$ cat src/hw/rtl/sahj_pkg.sv
// shared types and constants of the stepper axis supervisor
package sahj_pkg;

  localparam int CFG_IDX_W  = 3;
  localparam int CFG_DATA_W = 20;
  localparam int SPEED_W    = 20;
  localparam int BACKOFF_W  = 16;
  localparam int FULL_W     = 13;
  localparam int VALUE_W    = 32;
  localparam int PROD_W     = FULL_W + SPEED_W;
  localparam int DIV_STEPS  = PROD_W;
  localparam int DIV_CNT_W  = $clog2(DIV_STEPS);
  localparam int QDEPTH     = 4;
  localparam int QCNT_W     = $clog2(QDEPTH) + 1;

  // register reset values
  localparam logic                 RST_HOME_TOWARD_MIN = 1'b1;
  localparam logic [SPEED_W-1:0]   RST_HOMING_SPEED    = SPEED_W'(2000);
  localparam logic [BACKOFF_W-1:0] RST_BACKOFF_STEPS   = BACKOFF_W'(200);
  localparam logic [SPEED_W-1:0]   RST_DEFAULT_ACCEL   = SPEED_W'(10000);
  localparam logic [FULL_W-1:0]    RST_JOG_FULL_COUNTS = FULL_W'(40);
  localparam logic [SPEED_W-1:0]   RST_JOG_MAX_SPEED   = SPEED_W'(4000);

  typedef enum logic [CFG_IDX_W-1:0] {
    CFG_HOME_TOWARD_MIN = 3'd0,
    CFG_HOMING_SPEED    = 3'd1,
    CFG_BACKOFF_STEPS   = 3'd2,
    CFG_DEFAULT_ACCEL   = 3'd3,
    CFG_JOG_FULL_COUNTS = 3'd4,
    CFG_JOG_MAX_SPEED   = 3'd5
  } sahj_cfg_idx_t;

  typedef enum logic [1:0] {
    OP_TICK  = 2'd0,
    OP_START = 2'd1,
    OP_BEGIN = 2'd2,
    OP_END   = 2'd3
  } sahj_op_t;

  typedef enum logic [3:0] {
    CMD_SET_SPEED  = 4'd0,
    CMD_SET_ACCEL  = 4'd1,
    CMD_RUN_FWD    = 4'd2,
    CMD_RUN_BACK   = 4'd3,
    CMD_MOVE_TO    = 4'd4,
    CMD_DECEL_STOP = 4'd5,
    CMD_STOP_ZERO  = 4'd6,
    CMD_STOP_HOLD  = 4'd7,
    CMD_CLEAR_ENC  = 4'd8
  } sahj_command_t;

  typedef enum logic [1:0] {
    PH_DRIVING = 2'd0,
    PH_BACKING = 2'd1,
    PH_DONE    = 2'd2
  } sahj_phase_t;

  typedef enum logic [5:0] {
    ST_IDLE = 6'b000001,
    ST_EVAL = 6'b000010,
    ST_MUL  = 6'b000100,
    ST_DIV  = 6'b001000,
    ST_JOG  = 6'b010000,
    ST_EMIT = 6'b100000
  } sahj_state_t;

  typedef struct packed {
    logic [1:0]               opcode;
    logic                     min_limit_hit;
    logic                     max_limit_hit;
    logic signed [VALUE_W-1:0] encoder_count;
    logic                     motor_running;
    logic signed [1:0]        motor_direction;
    logic signed [VALUE_W-1:0] move_target;
    logic [SPEED_W-1:0]       move_speed;
    logic [SPEED_W-1:0]       move_accel;
    logic                     stop_now;
  } sahj_item_t;

  typedef struct packed {
    logic [3:0]                command;
    logic signed [VALUE_W-1:0] value;
    logic                      last;
    logic                      is_homed;
    logic                      in_programmed_mode;
  } sahj_result_t;

  // controller to datapath
  typedef struct packed {
    logic capture;
    logic eval;
    logic mul;
    logic div_step;
    logic jog;
    logic emit;
  } sahj_ctrl_cmd_t;

  // datapath to controller
  typedef struct packed {
    logic jog_en;
    logic div_last;
    logic queue_empty;
  } sahj_ctrl_sts_t;

endpackage

$ cat src/hw/rtl/sahj_if.sv
// valid/ready channel interfaces for items and commands
interface sahj_in_if;
  logic                     valid;
  logic                     ready;
  logic [1:0]               opcode;
  logic                     min_limit_hit;
  logic                     max_limit_hit;
  logic signed [31:0]       encoder_count;
  logic                     motor_running;
  logic signed [1:0]        motor_direction;
  logic signed [31:0]       move_target;
  logic [19:0]              move_speed;
  logic [19:0]              move_accel;
  logic                     stop_now;

  modport source (
    output valid, opcode, min_limit_hit, max_limit_hit, encoder_count, motor_running,
           motor_direction, move_target, move_speed, move_accel, stop_now,
    input  ready
  );
  modport sink (
    input  valid, opcode, min_limit_hit, max_limit_hit, encoder_count, motor_running,
           motor_direction, move_target, move_speed, move_accel, stop_now,
    output ready
  );
endinterface

interface sahj_out_if;
  logic               valid;
  logic               ready;
  logic [3:0]         command;
  logic signed [31:0] value;
  logic               last;
  logic               is_homed;
  logic               in_programmed_mode;

  modport source (
    output valid, command, value, last, is_homed, in_programmed_mode,
    input  ready
  );
  modport sink (
    input  valid, command, value, last, is_homed, in_programmed_mode,
    output ready
  );
endinterface

$ cat src/hw/rtl/sahj_ctrl.sv
// sequencing state machine of the stepper axis supervisor
module sahj_ctrl (
  input  logic                    clk,
  input  logic                    rst,
  input  logic                    in_valid,
  output logic                    in_ready,
  input  sahj_pkg::sahj_ctrl_sts_t sts,
  output sahj_pkg::sahj_ctrl_cmd_t cmd
);

  sahj_pkg::sahj_state_t state, state_next;

  always_ff @(posedge clk) begin
    if (rst) begin
      state <= sahj_pkg::ST_IDLE;
    end else begin
      state <= state_next;
    end
  end

  always_comb begin
    state_next = state;
    cmd        = '0;
    in_ready   = 1'b0;
    unique case (state)
      sahj_pkg::ST_IDLE: begin
        in_ready    = 1'b1;
        cmd.capture = in_valid;
        if (in_valid) state_next = sahj_pkg::ST_EVAL;
      end
      sahj_pkg::ST_EVAL: begin
        cmd.eval   = 1'b1;
        state_next = sts.jog_en ? sahj_pkg::ST_MUL : sahj_pkg::ST_EMIT;
      end
      sahj_pkg::ST_MUL: begin
        cmd.mul    = 1'b1;
        state_next = sahj_pkg::ST_DIV;
      end
      sahj_pkg::ST_DIV: begin
        cmd.div_step = 1'b1;
        if (sts.div_last) state_next = sahj_pkg::ST_JOG;
      end
      sahj_pkg::ST_JOG: begin
        cmd.jog    = 1'b1;
        state_next = sahj_pkg::ST_EMIT;
      end
      sahj_pkg::ST_EMIT: begin
        cmd.emit = 1'b1;
        if (sts.queue_empty) state_next = sahj_pkg::ST_IDLE;
      end
      default: begin
        state_next = sahj_pkg::ST_IDLE;
      end
    endcase
  end

endmodule

$ cat src/hw/rtl/sahj_dp.sv
// datapath: registers, homing and limit logic, jog scaling divider, command queue
module sahj_dp #(
  parameter int COUNT_WIDTH = 32
) (
  input  logic                                 clk,
  input  logic                                 rst,
  input  logic                                 cfg_we,
  input  logic [sahj_pkg::CFG_IDX_W-1:0]       cfg_index,
  input  logic [sahj_pkg::CFG_DATA_W-1:0]      cfg_data,
  input  sahj_pkg::sahj_item_t                 item,
  input  sahj_pkg::sahj_ctrl_cmd_t             cmd,
  output sahj_pkg::sahj_ctrl_sts_t             sts,
  output sahj_pkg::sahj_result_t               res,
  output logic                                 res_valid,
  input  logic                                 res_ready
);

  localparam int CW1 = COUNT_WIDTH + 1;
  localparam int VW  = sahj_pkg::VALUE_W;
  localparam int SW  = sahj_pkg::SPEED_W;
  localparam int FW  = sahj_pkg::FULL_W;
  localparam int PW  = sahj_pkg::PROD_W;
  localparam int QD  = sahj_pkg::QDEPTH;

  // configuration registers
  logic                              home_toward_min;
  logic [SW-1:0]                     homing_speed;
  logic [sahj_pkg::BACKOFF_W-1:0]    backoff_steps;
  logic [SW-1:0]                     default_accel;
  logic [FW-1:0]                     jog_full_counts;
  logic [SW-1:0]                     jog_max_speed;

  // supervisor state
  sahj_pkg::sahj_phase_t             phase, phase_next;
  logic                              homed, homed_next;
  logic                              programmed, programmed_next;
  logic signed [1:0]                 last_jog_sign;
  logic [SW-1:0]                     last_jog_rate;

  sahj_pkg::sahj_item_t              item_q;

  // jog scaling
  logic [FW-1:0]                     jog_mag, ev_mag;
  logic signed [1:0]                 jog_sign, ev_sign;
  logic [PW-1:0]                     prod;
  logic [FW-1:0]                     rem;
  logic [FW:0]                       rem_sh;
  logic                              rem_ge;
  logic [sahj_pkg::DIV_CNT_W-1:0]    div_cnt;
  logic [SW-1:0]                     jog_rate;
  logic                              jog_change;

  // command queue
  sahj_pkg::sahj_command_t           q_cmd [QD];
  logic [VW-1:0]                     q_val [QD];
  logic [sahj_pkg::QCNT_W-1:0]       q_cnt;
  logic                              pop;

  // evaluation of one item
  sahj_pkg::sahj_command_t           ev_cmd [QD];
  logic [VW-1:0]                     ev_val [QD];
  logic [sahj_pkg::QCNT_W-1:0]       ev_n;
  logic                              ev_clear_jog;
  logic                              ev_cleared;
  logic                              ev_hstop;
  logic                              ev_jog_en;
  logic                              home_hit;
  logic                              dir_neg, dir_pos;

  logic signed [CW1-1:0]             cnt_raw, full_pos, full_neg, cnt_clamp, cnt_abs;

  always_ff @(posedge clk) begin
    if (rst) begin
      home_toward_min <= sahj_pkg::RST_HOME_TOWARD_MIN;
      homing_speed    <= sahj_pkg::RST_HOMING_SPEED;
      backoff_steps   <= sahj_pkg::RST_BACKOFF_STEPS;
      default_accel   <= sahj_pkg::RST_DEFAULT_ACCEL;
      jog_full_counts <= sahj_pkg::RST_JOG_FULL_COUNTS;
      jog_max_speed   <= sahj_pkg::RST_JOG_MAX_SPEED;
    end else if (cfg_we) begin
      unique case (sahj_pkg::sahj_cfg_idx_t'(cfg_index))
        sahj_pkg::CFG_HOME_TOWARD_MIN: home_toward_min <= cfg_data[0];
        sahj_pkg::CFG_HOMING_SPEED:    homing_speed    <= cfg_data[SW-1:0];
        sahj_pkg::CFG_BACKOFF_STEPS:   backoff_steps   <= cfg_data[sahj_pkg::BACKOFF_W-1:0];
        sahj_pkg::CFG_DEFAULT_ACCEL:   default_accel   <= cfg_data[SW-1:0];
        sahj_pkg::CFG_JOG_FULL_COUNTS: jog_full_counts <= cfg_data[FW-1:0];
        sahj_pkg::CFG_JOG_MAX_SPEED:   jog_max_speed   <= cfg_data[SW-1:0];
        default: ;
      endcase
    end
  end

  always_ff @(posedge clk) begin
    if (cmd.capture) item_q <= item;
  end

  // homing, limit cutoff and mode changes
  assign home_hit = home_toward_min ? item_q.min_limit_hit : item_q.max_limit_hit;
  assign dir_neg  = item_q.motor_direction[1];
  assign dir_pos  = !item_q.motor_direction[1] && item_q.motor_direction[0];

  always_comb begin
    ev_cmd          = '{default: sahj_pkg::CMD_SET_SPEED};
    ev_val          = '{default: '0};
    ev_n            = '0;
    phase_next      = phase;
    homed_next      = homed;
    programmed_next = programmed;
    ev_clear_jog    = 1'b0;
    ev_cleared      = 1'b0;
    ev_hstop        = 1'b0;
    unique case (sahj_pkg::sahj_op_t'(item_q.opcode))
      sahj_pkg::OP_START: begin
        ev_cmd[0] = sahj_pkg::CMD_SET_ACCEL;
        ev_val[0] = VW'(default_accel);
        ev_cmd[1] = sahj_pkg::CMD_CLEAR_ENC;
        ev_cmd[2] = sahj_pkg::CMD_SET_SPEED;
        ev_val[2] = VW'(homing_speed);
        ev_cmd[3] = home_toward_min ? sahj_pkg::CMD_RUN_BACK : sahj_pkg::CMD_RUN_FWD;
        ev_n      = sahj_pkg::QCNT_W'(4);
      end
      sahj_pkg::OP_BEGIN: begin
        if (homed) begin
          programmed_next = 1'b1;
          ev_cmd[0] = sahj_pkg::CMD_SET_SPEED;
          ev_val[0] = VW'(item_q.move_speed);
          ev_cmd[1] = sahj_pkg::CMD_SET_ACCEL;
          ev_val[1] = VW'(item_q.move_accel);
          ev_cmd[2] = sahj_pkg::CMD_MOVE_TO;
          ev_val[2] = item_q.move_target;
          ev_n      = sahj_pkg::QCNT_W'(3);
        end
      end
      sahj_pkg::OP_END: begin
        if (item_q.stop_now) begin
          ev_cmd[0] = sahj_pkg::CMD_STOP_HOLD;
          ev_n      = sahj_pkg::QCNT_W'(1);
        end
        ev_cmd[ev_n[1:0]] = sahj_pkg::CMD_SET_ACCEL;
        ev_val[ev_n[1:0]] = VW'(default_accel);
        ev_n              = ev_n + 1'b1;
        ev_cmd[ev_n[1:0]] = sahj_pkg::CMD_CLEAR_ENC;
        ev_n              = ev_n + 1'b1;
        ev_clear_jog      = 1'b1;
        programmed_next   = 1'b0;
      end
      sahj_pkg::OP_TICK: begin
        if (!homed) begin
          case (phase)
            sahj_pkg::PH_DRIVING: begin
              if (home_hit) begin
                ev_cmd[0]  = sahj_pkg::CMD_STOP_ZERO;
                ev_cmd[1]  = sahj_pkg::CMD_MOVE_TO;
                ev_val[1]  = home_toward_min ? VW'(backoff_steps) : (VW'(0) - VW'(backoff_steps));
                ev_n       = sahj_pkg::QCNT_W'(2);
                phase_next = sahj_pkg::PH_BACKING;
                ev_hstop   = 1'b1;
              end
            end
            sahj_pkg::PH_BACKING: begin
              if (!item_q.motor_running) begin
                ev_cmd[0]  = sahj_pkg::CMD_CLEAR_ENC;
                ev_n       = sahj_pkg::QCNT_W'(1);
                ev_cleared = 1'b1;
                phase_next = sahj_pkg::PH_DONE;
                homed_next = 1'b1;
              end
            end
            default: ;
          endcase
        end
        if (!ev_hstop && ((item_q.min_limit_hit && dir_neg) ||
                          (item_q.max_limit_hit && dir_pos))) begin
          ev_cmd[ev_n[1:0]] = sahj_pkg::CMD_STOP_HOLD;
          ev_n              = ev_n + 1'b1;
        end
      end
      default: ;
    endcase
  end

  assign ev_jog_en = (sahj_pkg::sahj_op_t'(item_q.opcode) == sahj_pkg::OP_TICK) &&
                     !programmed_next && homed_next;

  // clamp the knob count to +-full scale; a cleared count reads as zero
  always_comb begin
    cnt_raw   = ev_cleared ? '0 : {item_q.encoder_count[COUNT_WIDTH-1],
                                   item_q.encoder_count[COUNT_WIDTH-1:0]};
    full_pos  = CW1'(signed'({1'b0, jog_full_counts}));
    full_neg  = -full_pos;
    cnt_clamp = cnt_raw;
    if (cnt_raw > full_pos) cnt_clamp = full_pos;
    if (cnt_raw < full_neg) cnt_clamp = full_neg;
    cnt_abs   = cnt_clamp[CW1-1] ? -cnt_clamp : cnt_clamp;
    ev_mag    = cnt_abs[FW-1:0];
    if (cnt_clamp[CW1-1])       ev_sign = 2'sb11;
    else if (cnt_clamp != '0)   ev_sign = 2'sb01;
    else                        ev_sign = 2'sb00;
  end

  // restoring divider, one quotient bit a cycle; quotient builds in the low end of prod
  assign rem_sh = {rem, prod[PW-1]};
  assign rem_ge = rem_sh >= {1'b0, jog_full_counts};

  always_ff @(posedge clk) begin
    if (cmd.eval) begin
      jog_mag  <= ev_mag;
      jog_sign <= ev_sign;
    end
    if (cmd.mul) begin
      prod    <= PW'(jog_mag) * PW'(jog_max_speed);
      rem     <= '0;
      div_cnt <= '0;
    end else if (cmd.div_step) begin
      rem     <= rem_ge ? FW'(rem_sh - {1'b0, jog_full_counts}) : rem_sh[FW-1:0];
      prod    <= {prod[PW-2:0], rem_ge};
      div_cnt <= div_cnt + 1'b1;
    end
  end

  // zero magnitude covers a zero full-scale setting
  assign jog_rate   = (jog_mag == '0) ? '0 : prod[SW-1:0];
  assign jog_change = (jog_sign != last_jog_sign) || (jog_rate != last_jog_rate);

  assign pop = cmd.emit && (q_cnt != '0) && (!res_valid || res_ready);

  always_ff @(posedge clk) begin
    if (rst) begin
      phase         <= sahj_pkg::PH_DRIVING;
      homed         <= 1'b0;
      programmed    <= 1'b0;
      last_jog_sign <= '0;
      last_jog_rate <= '0;
      q_cnt         <= '0;
      res_valid     <= 1'b0;
    end else begin
      if (cmd.eval) begin
        phase      <= phase_next;
        homed      <= homed_next;
        programmed <= programmed_next;
        q_cmd      <= ev_cmd;
        q_val      <= ev_val;
        q_cnt      <= ev_n;
        if (ev_clear_jog) begin
          last_jog_sign <= '0;
          last_jog_rate <= '0;
        end
      end
      if (cmd.jog && jog_change) begin
        last_jog_sign <= jog_sign;
        last_jog_rate <= jog_rate;
        if (jog_rate == '0) begin
          q_cmd[q_cnt[1:0]] <= sahj_pkg::CMD_DECEL_STOP;
          q_val[q_cnt[1:0]] <= '0;
          q_cnt             <= q_cnt + 1'b1;
        end else begin
          q_cmd[q_cnt[1:0]]        <= sahj_pkg::CMD_SET_SPEED;
          q_val[q_cnt[1:0]]        <= VW'(jog_rate);
          q_cmd[q_cnt[1:0] + 2'd1] <= jog_sign[1] ? sahj_pkg::CMD_RUN_BACK
                                                  : sahj_pkg::CMD_RUN_FWD;
          q_val[q_cnt[1:0] + 2'd1] <= '0;
          q_cnt                    <= q_cnt + 2'd2;
        end
      end
      if (pop) begin
        for (int i = 0; i < QD - 1; i++) begin
          q_cmd[i] <= q_cmd[i+1];
          q_val[i] <= q_val[i+1];
        end
        q_cnt     <= q_cnt - 1'b1;
        res_valid <= 1'b1;
      end else if (res_ready) begin
        res_valid <= 1'b0;
      end
    end
  end

  always_ff @(posedge clk) begin
    if (pop) begin
      res.command            <= q_cmd[0];
      res.value              <= q_val[0];
      res.last               <= (q_cnt == sahj_pkg::QCNT_W'(1));
      res.is_homed           <= homed;
      res.in_programmed_mode <= programmed;
    end
  end

  assign sts.jog_en      = ev_jog_en;
  assign sts.div_last    = (div_cnt == sahj_pkg::DIV_CNT_W'(sahj_pkg::DIV_STEPS - 1));
  assign sts.queue_empty = (q_cnt == '0);

endmodule

$ cat src/hw/rtl/stepper_axis_homing_jog_supervisor_core.sv
// top level of the stepper axis homing and jog supervisor
// an accepted item is evaluated and its commands (0 to 4) queued, then drained in order
// a jog tick (homed, manual) adds a multiply, the restoring-divider steps and a compare
// the drain holds while the output register is stalled; one item in work at a time: the next
// is accepted only after the sequencer has drained every queued command and returned to idle
// synchronous active-high reset restores register defaults, homing to driving, manual mode
module stepper_axis_homing_jog_supervisor_core #(
  parameter int COUNT_WIDTH = 32
) (
  input  logic                            clk,
  input  logic                            rst,
  sahj_in_if.sink                         in_ch,
  sahj_out_if.source                      out_ch,
  input  logic                            cfg_we,
  input  logic [sahj_pkg::CFG_IDX_W-1:0]  cfg_index,
  input  logic [sahj_pkg::CFG_DATA_W-1:0] cfg_data
);

  sahj_pkg::sahj_item_t     item;
  sahj_pkg::sahj_result_t   res;
  sahj_pkg::sahj_ctrl_cmd_t ctrl_cmd;
  sahj_pkg::sahj_ctrl_sts_t ctrl_sts;
  logic                     res_valid;

  // gather the incoming transaction payload
  assign item.opcode          = in_ch.opcode;
  assign item.min_limit_hit   = in_ch.min_limit_hit;
  assign item.max_limit_hit   = in_ch.max_limit_hit;
  assign item.encoder_count   = in_ch.encoder_count;
  assign item.motor_running   = in_ch.motor_running;
  assign item.motor_direction = in_ch.motor_direction;
  assign item.move_target     = in_ch.move_target;
  assign item.move_speed      = in_ch.move_speed;
  assign item.move_accel      = in_ch.move_accel;
  assign item.stop_now        = in_ch.stop_now;

  // sequencer: idle, evaluate, multiply, divide, jog compare, drain
  sahj_ctrl u_ctrl (
    .clk      (clk),
    .rst      (rst),
    .in_valid (in_ch.valid),
    .in_ready (in_ch.ready),
    .sts      (ctrl_sts),
    .cmd      (ctrl_cmd)
  );

  // registers, supervisor state, divider and command queue
  sahj_dp #(
    .COUNT_WIDTH (COUNT_WIDTH)
  ) u_dp (
    .clk       (clk),
    .rst       (rst),
    .cfg_we    (cfg_we),
    .cfg_index (cfg_index),
    .cfg_data  (cfg_data),
    .item      (item),
    .cmd       (ctrl_cmd),
    .sts       (ctrl_sts),
    .res       (res),
    .res_valid (res_valid),
    .res_ready (out_ch.ready)
  );

  // outgoing command transactions straight from the output register
  assign out_ch.valid              = res_valid;
  assign out_ch.command            = res.command;
  assign out_ch.value              = res.value;
  assign out_ch.last               = res.last;
  assign out_ch.is_homed           = res.is_homed;
  assign out_ch.in_programmed_mode = res.in_programmed_mode;

`ifndef SYNTHESIS
  // one item at a time: no second acceptance right after one
  a_one_item : assert property (@(posedge clk) disable iff (rst)
    (in_ch.valid && in_ch.ready) |=> !in_ch.ready)
    else $error("input accepted while an item is in work");

  // more commands of the item still queued, so no new item may enter
  a_no_accept_midstream : assert property (@(posedge clk) disable iff (rst)
    (out_ch.valid && !out_ch.last) |-> !in_ch.ready)
    else $error("input ready while commands of the current item remain");

  // programmed mode is only reachable once homed
  a_prog_needs_homed : assert property (@(posedge clk) disable iff (rst)
    (out_ch.valid && out_ch.in_programmed_mode) |-> out_ch.is_homed)
    else $error("programmed mode reported without homing");
`endif

endmodule
$ cat src/flat_wrapper.sv
// flat-port wrapper written by rule: the top's interface ports become plain ports
module stepper_axis_homing_jog_supervisor_core_flat 
#(
  parameter int COUNT_WIDTH = 32
)
  (clk, rst, cfg_we, cfg_index, cfg_data, in_ch_valid, in_ch_opcode, in_ch_min_limit_hit, in_ch_max_limit_hit, in_ch_encoder_count, in_ch_motor_running, in_ch_motor_direction, in_ch_move_target, in_ch_move_speed, in_ch_move_accel, in_ch_stop_now, in_ch_ready, out_ch_valid, out_ch_command, out_ch_value, out_ch_last, out_ch_is_homed, out_ch_in_programmed_mode, out_ch_ready);
  sahj_in_if in_ch_i ();
  sahj_out_if out_ch_i ();
  input  logic clk;
  input  logic rst;
  input  logic cfg_we;
  input  logic [sahj_pkg::CFG_IDX_W-1:0] cfg_index;
  input  logic [sahj_pkg::CFG_DATA_W-1:0] cfg_data;
  input wire logic [$bits(in_ch_i.valid)-1:0] in_ch_valid;
  input wire logic [$bits(in_ch_i.opcode)-1:0] in_ch_opcode;
  input wire logic [$bits(in_ch_i.min_limit_hit)-1:0] in_ch_min_limit_hit;
  input wire logic [$bits(in_ch_i.max_limit_hit)-1:0] in_ch_max_limit_hit;
  input wire logic [$bits(in_ch_i.encoder_count)-1:0] in_ch_encoder_count;
  input wire logic [$bits(in_ch_i.motor_running)-1:0] in_ch_motor_running;
  input wire logic [$bits(in_ch_i.motor_direction)-1:0] in_ch_motor_direction;
  input wire logic [$bits(in_ch_i.move_target)-1:0] in_ch_move_target;
  input wire logic [$bits(in_ch_i.move_speed)-1:0] in_ch_move_speed;
  input wire logic [$bits(in_ch_i.move_accel)-1:0] in_ch_move_accel;
  input wire logic [$bits(in_ch_i.stop_now)-1:0] in_ch_stop_now;
  output wire logic [$bits(in_ch_i.ready)-1:0] in_ch_ready;
  output wire logic [$bits(out_ch_i.valid)-1:0] out_ch_valid;
  output wire logic [$bits(out_ch_i.command)-1:0] out_ch_command;
  output wire logic [$bits(out_ch_i.value)-1:0] out_ch_value;
  output wire logic [$bits(out_ch_i.last)-1:0] out_ch_last;
  output wire logic [$bits(out_ch_i.is_homed)-1:0] out_ch_is_homed;
  output wire logic [$bits(out_ch_i.in_programmed_mode)-1:0] out_ch_in_programmed_mode;
  input wire logic [$bits(out_ch_i.ready)-1:0] out_ch_ready;
  assign in_ch_i.valid = in_ch_valid;
  assign in_ch_i.opcode = in_ch_opcode;
  assign in_ch_i.min_limit_hit = in_ch_min_limit_hit;
  assign in_ch_i.max_limit_hit = in_ch_max_limit_hit;
  assign in_ch_i.encoder_count = in_ch_encoder_count;
  assign in_ch_i.motor_running = in_ch_motor_running;
  assign in_ch_i.motor_direction = in_ch_motor_direction;
  assign in_ch_i.move_target = in_ch_move_target;
  assign in_ch_i.move_speed = in_ch_move_speed;
  assign in_ch_i.move_accel = in_ch_move_accel;
  assign in_ch_i.stop_now = in_ch_stop_now;
  assign in_ch_ready = in_ch_i.ready;
  assign out_ch_valid = out_ch_i.valid;
  assign out_ch_command = out_ch_i.command;
  assign out_ch_value = out_ch_i.value;
  assign out_ch_last = out_ch_i.last;
  assign out_ch_is_homed = out_ch_i.is_homed;
  assign out_ch_in_programmed_mode = out_ch_i.in_programmed_mode;
  assign out_ch_i.ready = out_ch_ready;
  stepper_axis_homing_jog_supervisor_core #(.COUNT_WIDTH(COUNT_WIDTH)) u_core (.clk(clk), .rst(rst), .in_ch(in_ch_i), .out_ch(out_ch_i), .cfg_we(cfg_we), .cfg_index(cfg_index), .cfg_data(cfg_data));
endmodule
$ cat config.mk
export PLATFORM = sky130hd
export DESIGN_NAME = stepper_axis_homing_jog_supervisor_core_flat
export DESIGN_NICKNAME = d
export VERILOG_FILES = /design/src/hw/rtl/sahj_pkg.sv /design/src/hw/rtl/sahj_if.sv /design/src/hw/rtl/sahj_ctrl.sv /design/src/hw/rtl/sahj_dp.sv /design/src/hw/rtl/stepper_axis_homing_jog_supervisor_core.sv /design/src/flat_wrapper.sv
export SDC_FILE = /design/constraint.sdc
export NUM_CORES = 2
export LEC_CHECK = 0
export BUFFER_PORTS_ARGS = -buffer_cell sky130_fd_sc_hd__buf_2
export CORE_MARGIN = 3
export CORE_UTILIZATION = 55
export DETAILED_ROUTE_END_ITERATION = 10
export PLACE_DENSITY = 0.72
export SYNTH_ARGS = -nofsm -noshare
export SYNTH_HDL_FRONTEND = slang
export SYNTH_SLANG_ARGS = --single-unit
$ cat constraint.sdc
create_clock -name clk -period 11.3 [get_ports clk]
set_input_delay 0.565 -clock clk [delete_from_list [all_inputs] [get_ports clk]]
set_output_delay 0.565 -clock clk [all_outputs]
set_load 0.02 [all_outputs]
==> flow_summary.toml <==
[worst_setup_path]
r2r_cells = 20
reg2reg_to = "u_core.u_dp.prod[32]$_DFFE_PP_"
path_cells = "nand2_1, fa_1, fa_1, inv_1, fa_1, fa_1, inv_1, fa_1, inv_1, ha_1, a21o_1, a21o_1, a21o_1, a21o_1, a211oi_1, o21ai_0, o41a_1, a31oi_1, xnor2_1, o21ai_0"
cp_slowest_cell = "edfxtp_1"
critPathCaptureType = "flop"
start_kind = "flop"
cp.arrival_ns = 6.82
required_ns = 11.64
r2r_slack_ns = 4.83
crit_fanout = 21
max_stage_delay_ns = 0.83
critPathTopFamily = "adder cells"
cp_common_cell = "fa_1"
crit_buf_inv = 3
r2r_start = "u_core.u_dp.jog_mag[4]$_DFFE_PN_"
crit_type = "reg -> reg"

[power]
p_switching_mw = 1.95
vdd_drop_max_v = 0.000125
powerDensity_nw_per_um2 = 161
pwr-share-clk = 0.302
p_leak_nw = 14.6
intPower_mw = 3.76
seqPwrFrac = 0.381
p_sw_frac = 0.342
p_comb_frac = 0.317

[timing]
tns_ns = 0
setup_ws_ns = 4.83
worst_pin_slew_ns = 1.14
slew_violations = 0
hold_viol_final = 0
fin_crit_ns = 6.47
relSlewSlack = 0.233
holdWs_ns = 0.115
rsz0062_at_grt = "false"
final.setup_skew_ns = 0.0254
setup_viol = 0
max_freq_mhz = 154
final.period_utilization = 0.573

[yosys]
synth_ff_type = "edfxtp_1"
synth_area_leader_cell = "edfxtp_1"
netlist_area_sq_um = 32400
synth-warning-count = 0
synth_edf_count = 343
yosys.area.top_type_share = 0.318
synthCells = 3399
syn_nets = 3895
synth_top_cells_by_area = "edfxtp_1, fa_1, dfxtp_1, nand2_1, ha_1"
synth_area_per_cell_sq_um = 9.54
ys_async_sr_fraction = 0
yosysMostFrequentCell = "nand2_1"
ys_types = 84
synth_common_cells = "nand2_1, edfxtp_1, inv_1, nor2_1, fa_1"
ys_seq_area_frac = 0.407
ys_seq_elements = 488

[drt]
dr_total_vias = 26400
drt_wl_total_um = 100000
avgViaCountPerCell = 6.16
drc = 0
antenna_left = 0
dr.pass1.iters = 6
drt_iter0_drc = 3184
wl_per_cell_um = 23.4

[global_routing]
grt_pass1_vias = 25800
grt_pass1_wl_um = 153000
grt_max_degree = 108
grt.total_usage = 0.316
grt-ovfl-total = 0
antenna_found_initial = 17

[place]
port_buffers = 180
gp_congestion = 1.05
pre_cts_ws_ns = 4.87
dpl_cell_area_sq_um = 33800
dp.cells = 4173
hpwl_um = 75200

[floorplan]
core_sq_um = 58000
die_w_um = 249
die_h_um = 249
initial_core_util = 0.559
dieArea_sq_um = 61900
io_pins = 181
core.rowCount = 88

[min_path]
holdCritStartpoint = "in_ch_encoder_count[11]"
min_to = "u_core.u_dp.item_q[87]$_DFFE_PP_"
whs_path_depth = 1
hold_class = "in -> reg"

[clock_network]
clock-sinks = 488
cts_tree = "yes"
ctsHoldBuffers = 0
clk_latency_ns = 0.62
htreeDepth = 2
cts_root_buffer = "clkbuf_16"
cts_made_buffers = 53
ctsLongestPathBuffers = 3
path_clk_slew_ns = 0.06
cts-resized-gates = 0
cts_setup_buffers = 0

[finish]
final_cell_count_no_fill = 4284
multiInputGateArea_sq_um = 17300
area_growth_pct = 9.53
final_area_sq_um = 35500
regArea_sq_um = 13200
drive_gt1_frac = 0.0950
nNetsFinal = 3959
n_fill_cell = 4834

[job]
maxCapViolations = 0

[run_status]
status = "finished, final reports clean"
==> final cells by class <==
| type | count | share of cell area |
|---|---|---|
| multi-input combinational | 2400 | 0.486 |
| sequential | 488 | 0.372 |
| clock buffer | 75 | 0.0426 |
| timing repair buffer | 218 | 0.0335 |
| inverter | 302 | 0.0321 |
| tap | 765 | 0.0270 |
| clock inverter | 23 | 0.00574 |
| antenna | 13 | 0.000916 |
==> cell families (layout without fill, tap and decap cells) <==
logic type	count (synthesis)	after routing	synth area share
fa+ha+maj	356	356	0.183
other cells	0	13	0
simple gates	1175	1175	0.167
buf+inv	511	618	0.0611
xor+xnor	84	84	0.0227
flops	488	488	0.407
mux	19	19	0.00598
compound gates	766	766	0.153
==> layer usage <==
layer	up-vias	global-route usage	share of wire
li1	12000	-	-
met1	12800	0.432	0.40
met2	1400	0.493	0.45
met4	0	0.124	0.045
met3	234	0.0712	0.11
met5	-	0	0
==> placed cells by master, fill, tap and decap left out, types with 39 or more instances in the layout <==
cell         n
nand2_1    546
edfxtp_1   343
inv_1      298
nor2_1     212
fa_1       199
a21oi_1    189
o21ai_0    188
buf_2      179
and2_1     158
ha_1       157
dfxtp_1    145
a22oi_1     98
nor3_1      55
clkbuf_16   55
nand3_1     54
xor2_1      46
buf_4       39
==> power by group through the flow <==
stage          Combinational, mW  Clock (mW)  Sequential [mW]
3_5_place_dp                1.77           0             2.21
4_1_cts                     1.78        1.74             2.17
6_report                    1.81        1.72             2.18
3_3_place_gp                1.72           0             2.20
2_1_floorplan               1.31           0             2.16
5_1_grt                     2.02        1.81             2.19
==> worst max path at each step <==
stage | startpoint | slack [ns] | cells after the start | end
after floorplan | u_core.u_dp.jog_mag[1]$_DFFE_PN_ | 5.63 | 21 | u_core.u_dp.prod[32]$_DFFE_PP_
after global placement | u_core.u_dp.jog_mag[4]$_DFFE_PN_ | 5.01 | 20 | u_core.u_dp.prod[32]$_DFFE_PP_
after detailed placement | u_core.u_dp.jog_mag[4]$_DFFE_PN_ | 4.87 | 20 | u_core.u_dp.prod[32]$_DFFE_PP_
after CTS | u_core.u_dp.jog_mag[4]$_DFFE_PN_ | 4.88 | 20 | u_core.u_dp.prod[32]$_DFFE_PP_
after global routing | u_core.u_dp.jog_full_counts[1]$_SDFFE_PP0P_ | 4.50 | 18 | u_core.u_dp.jog_sign[0]$_SDFFCE_PP1N_
final | u_core.u_dp.jog_mag[4]$_DFFE_PN_ | 4.83 | 20 | u_core.u_dp.prod[32]$_DFFE_PP_
==> per-stage QoR <==
| stage | total power, mW | utilization |
|---|---|---|
| after floorplan | 3.47 | - |
| after global placement | 3.92 | 0.582 |
| after detailed placement | 3.98 | 0.582 |
| after CTS | 5.69 | 0.611 |
| after global routing | 6.02 | 0.612 |
| final | 5.71 | 0.612 |
==> flip-flops by register name, indices dropped and copies added (netlist names), 16 cells and up <==
register,cells
u_core.u_dp.item_q,111
u_core.u_dp.q_cmd,16
u_core.u_dp.jog_max_speed,20
u_core.u_dp.backoff_steps,16
u_core.u_dp.default_accel,20
u_core.u_dp.q_val,128
u_core.u_dp.prod,33
u_core.u_dp.homing_speed,20
u_core.u_dp.last_jog_rate,20
u_core.u_dp.res,39
(Power assumes the default switching activity.)
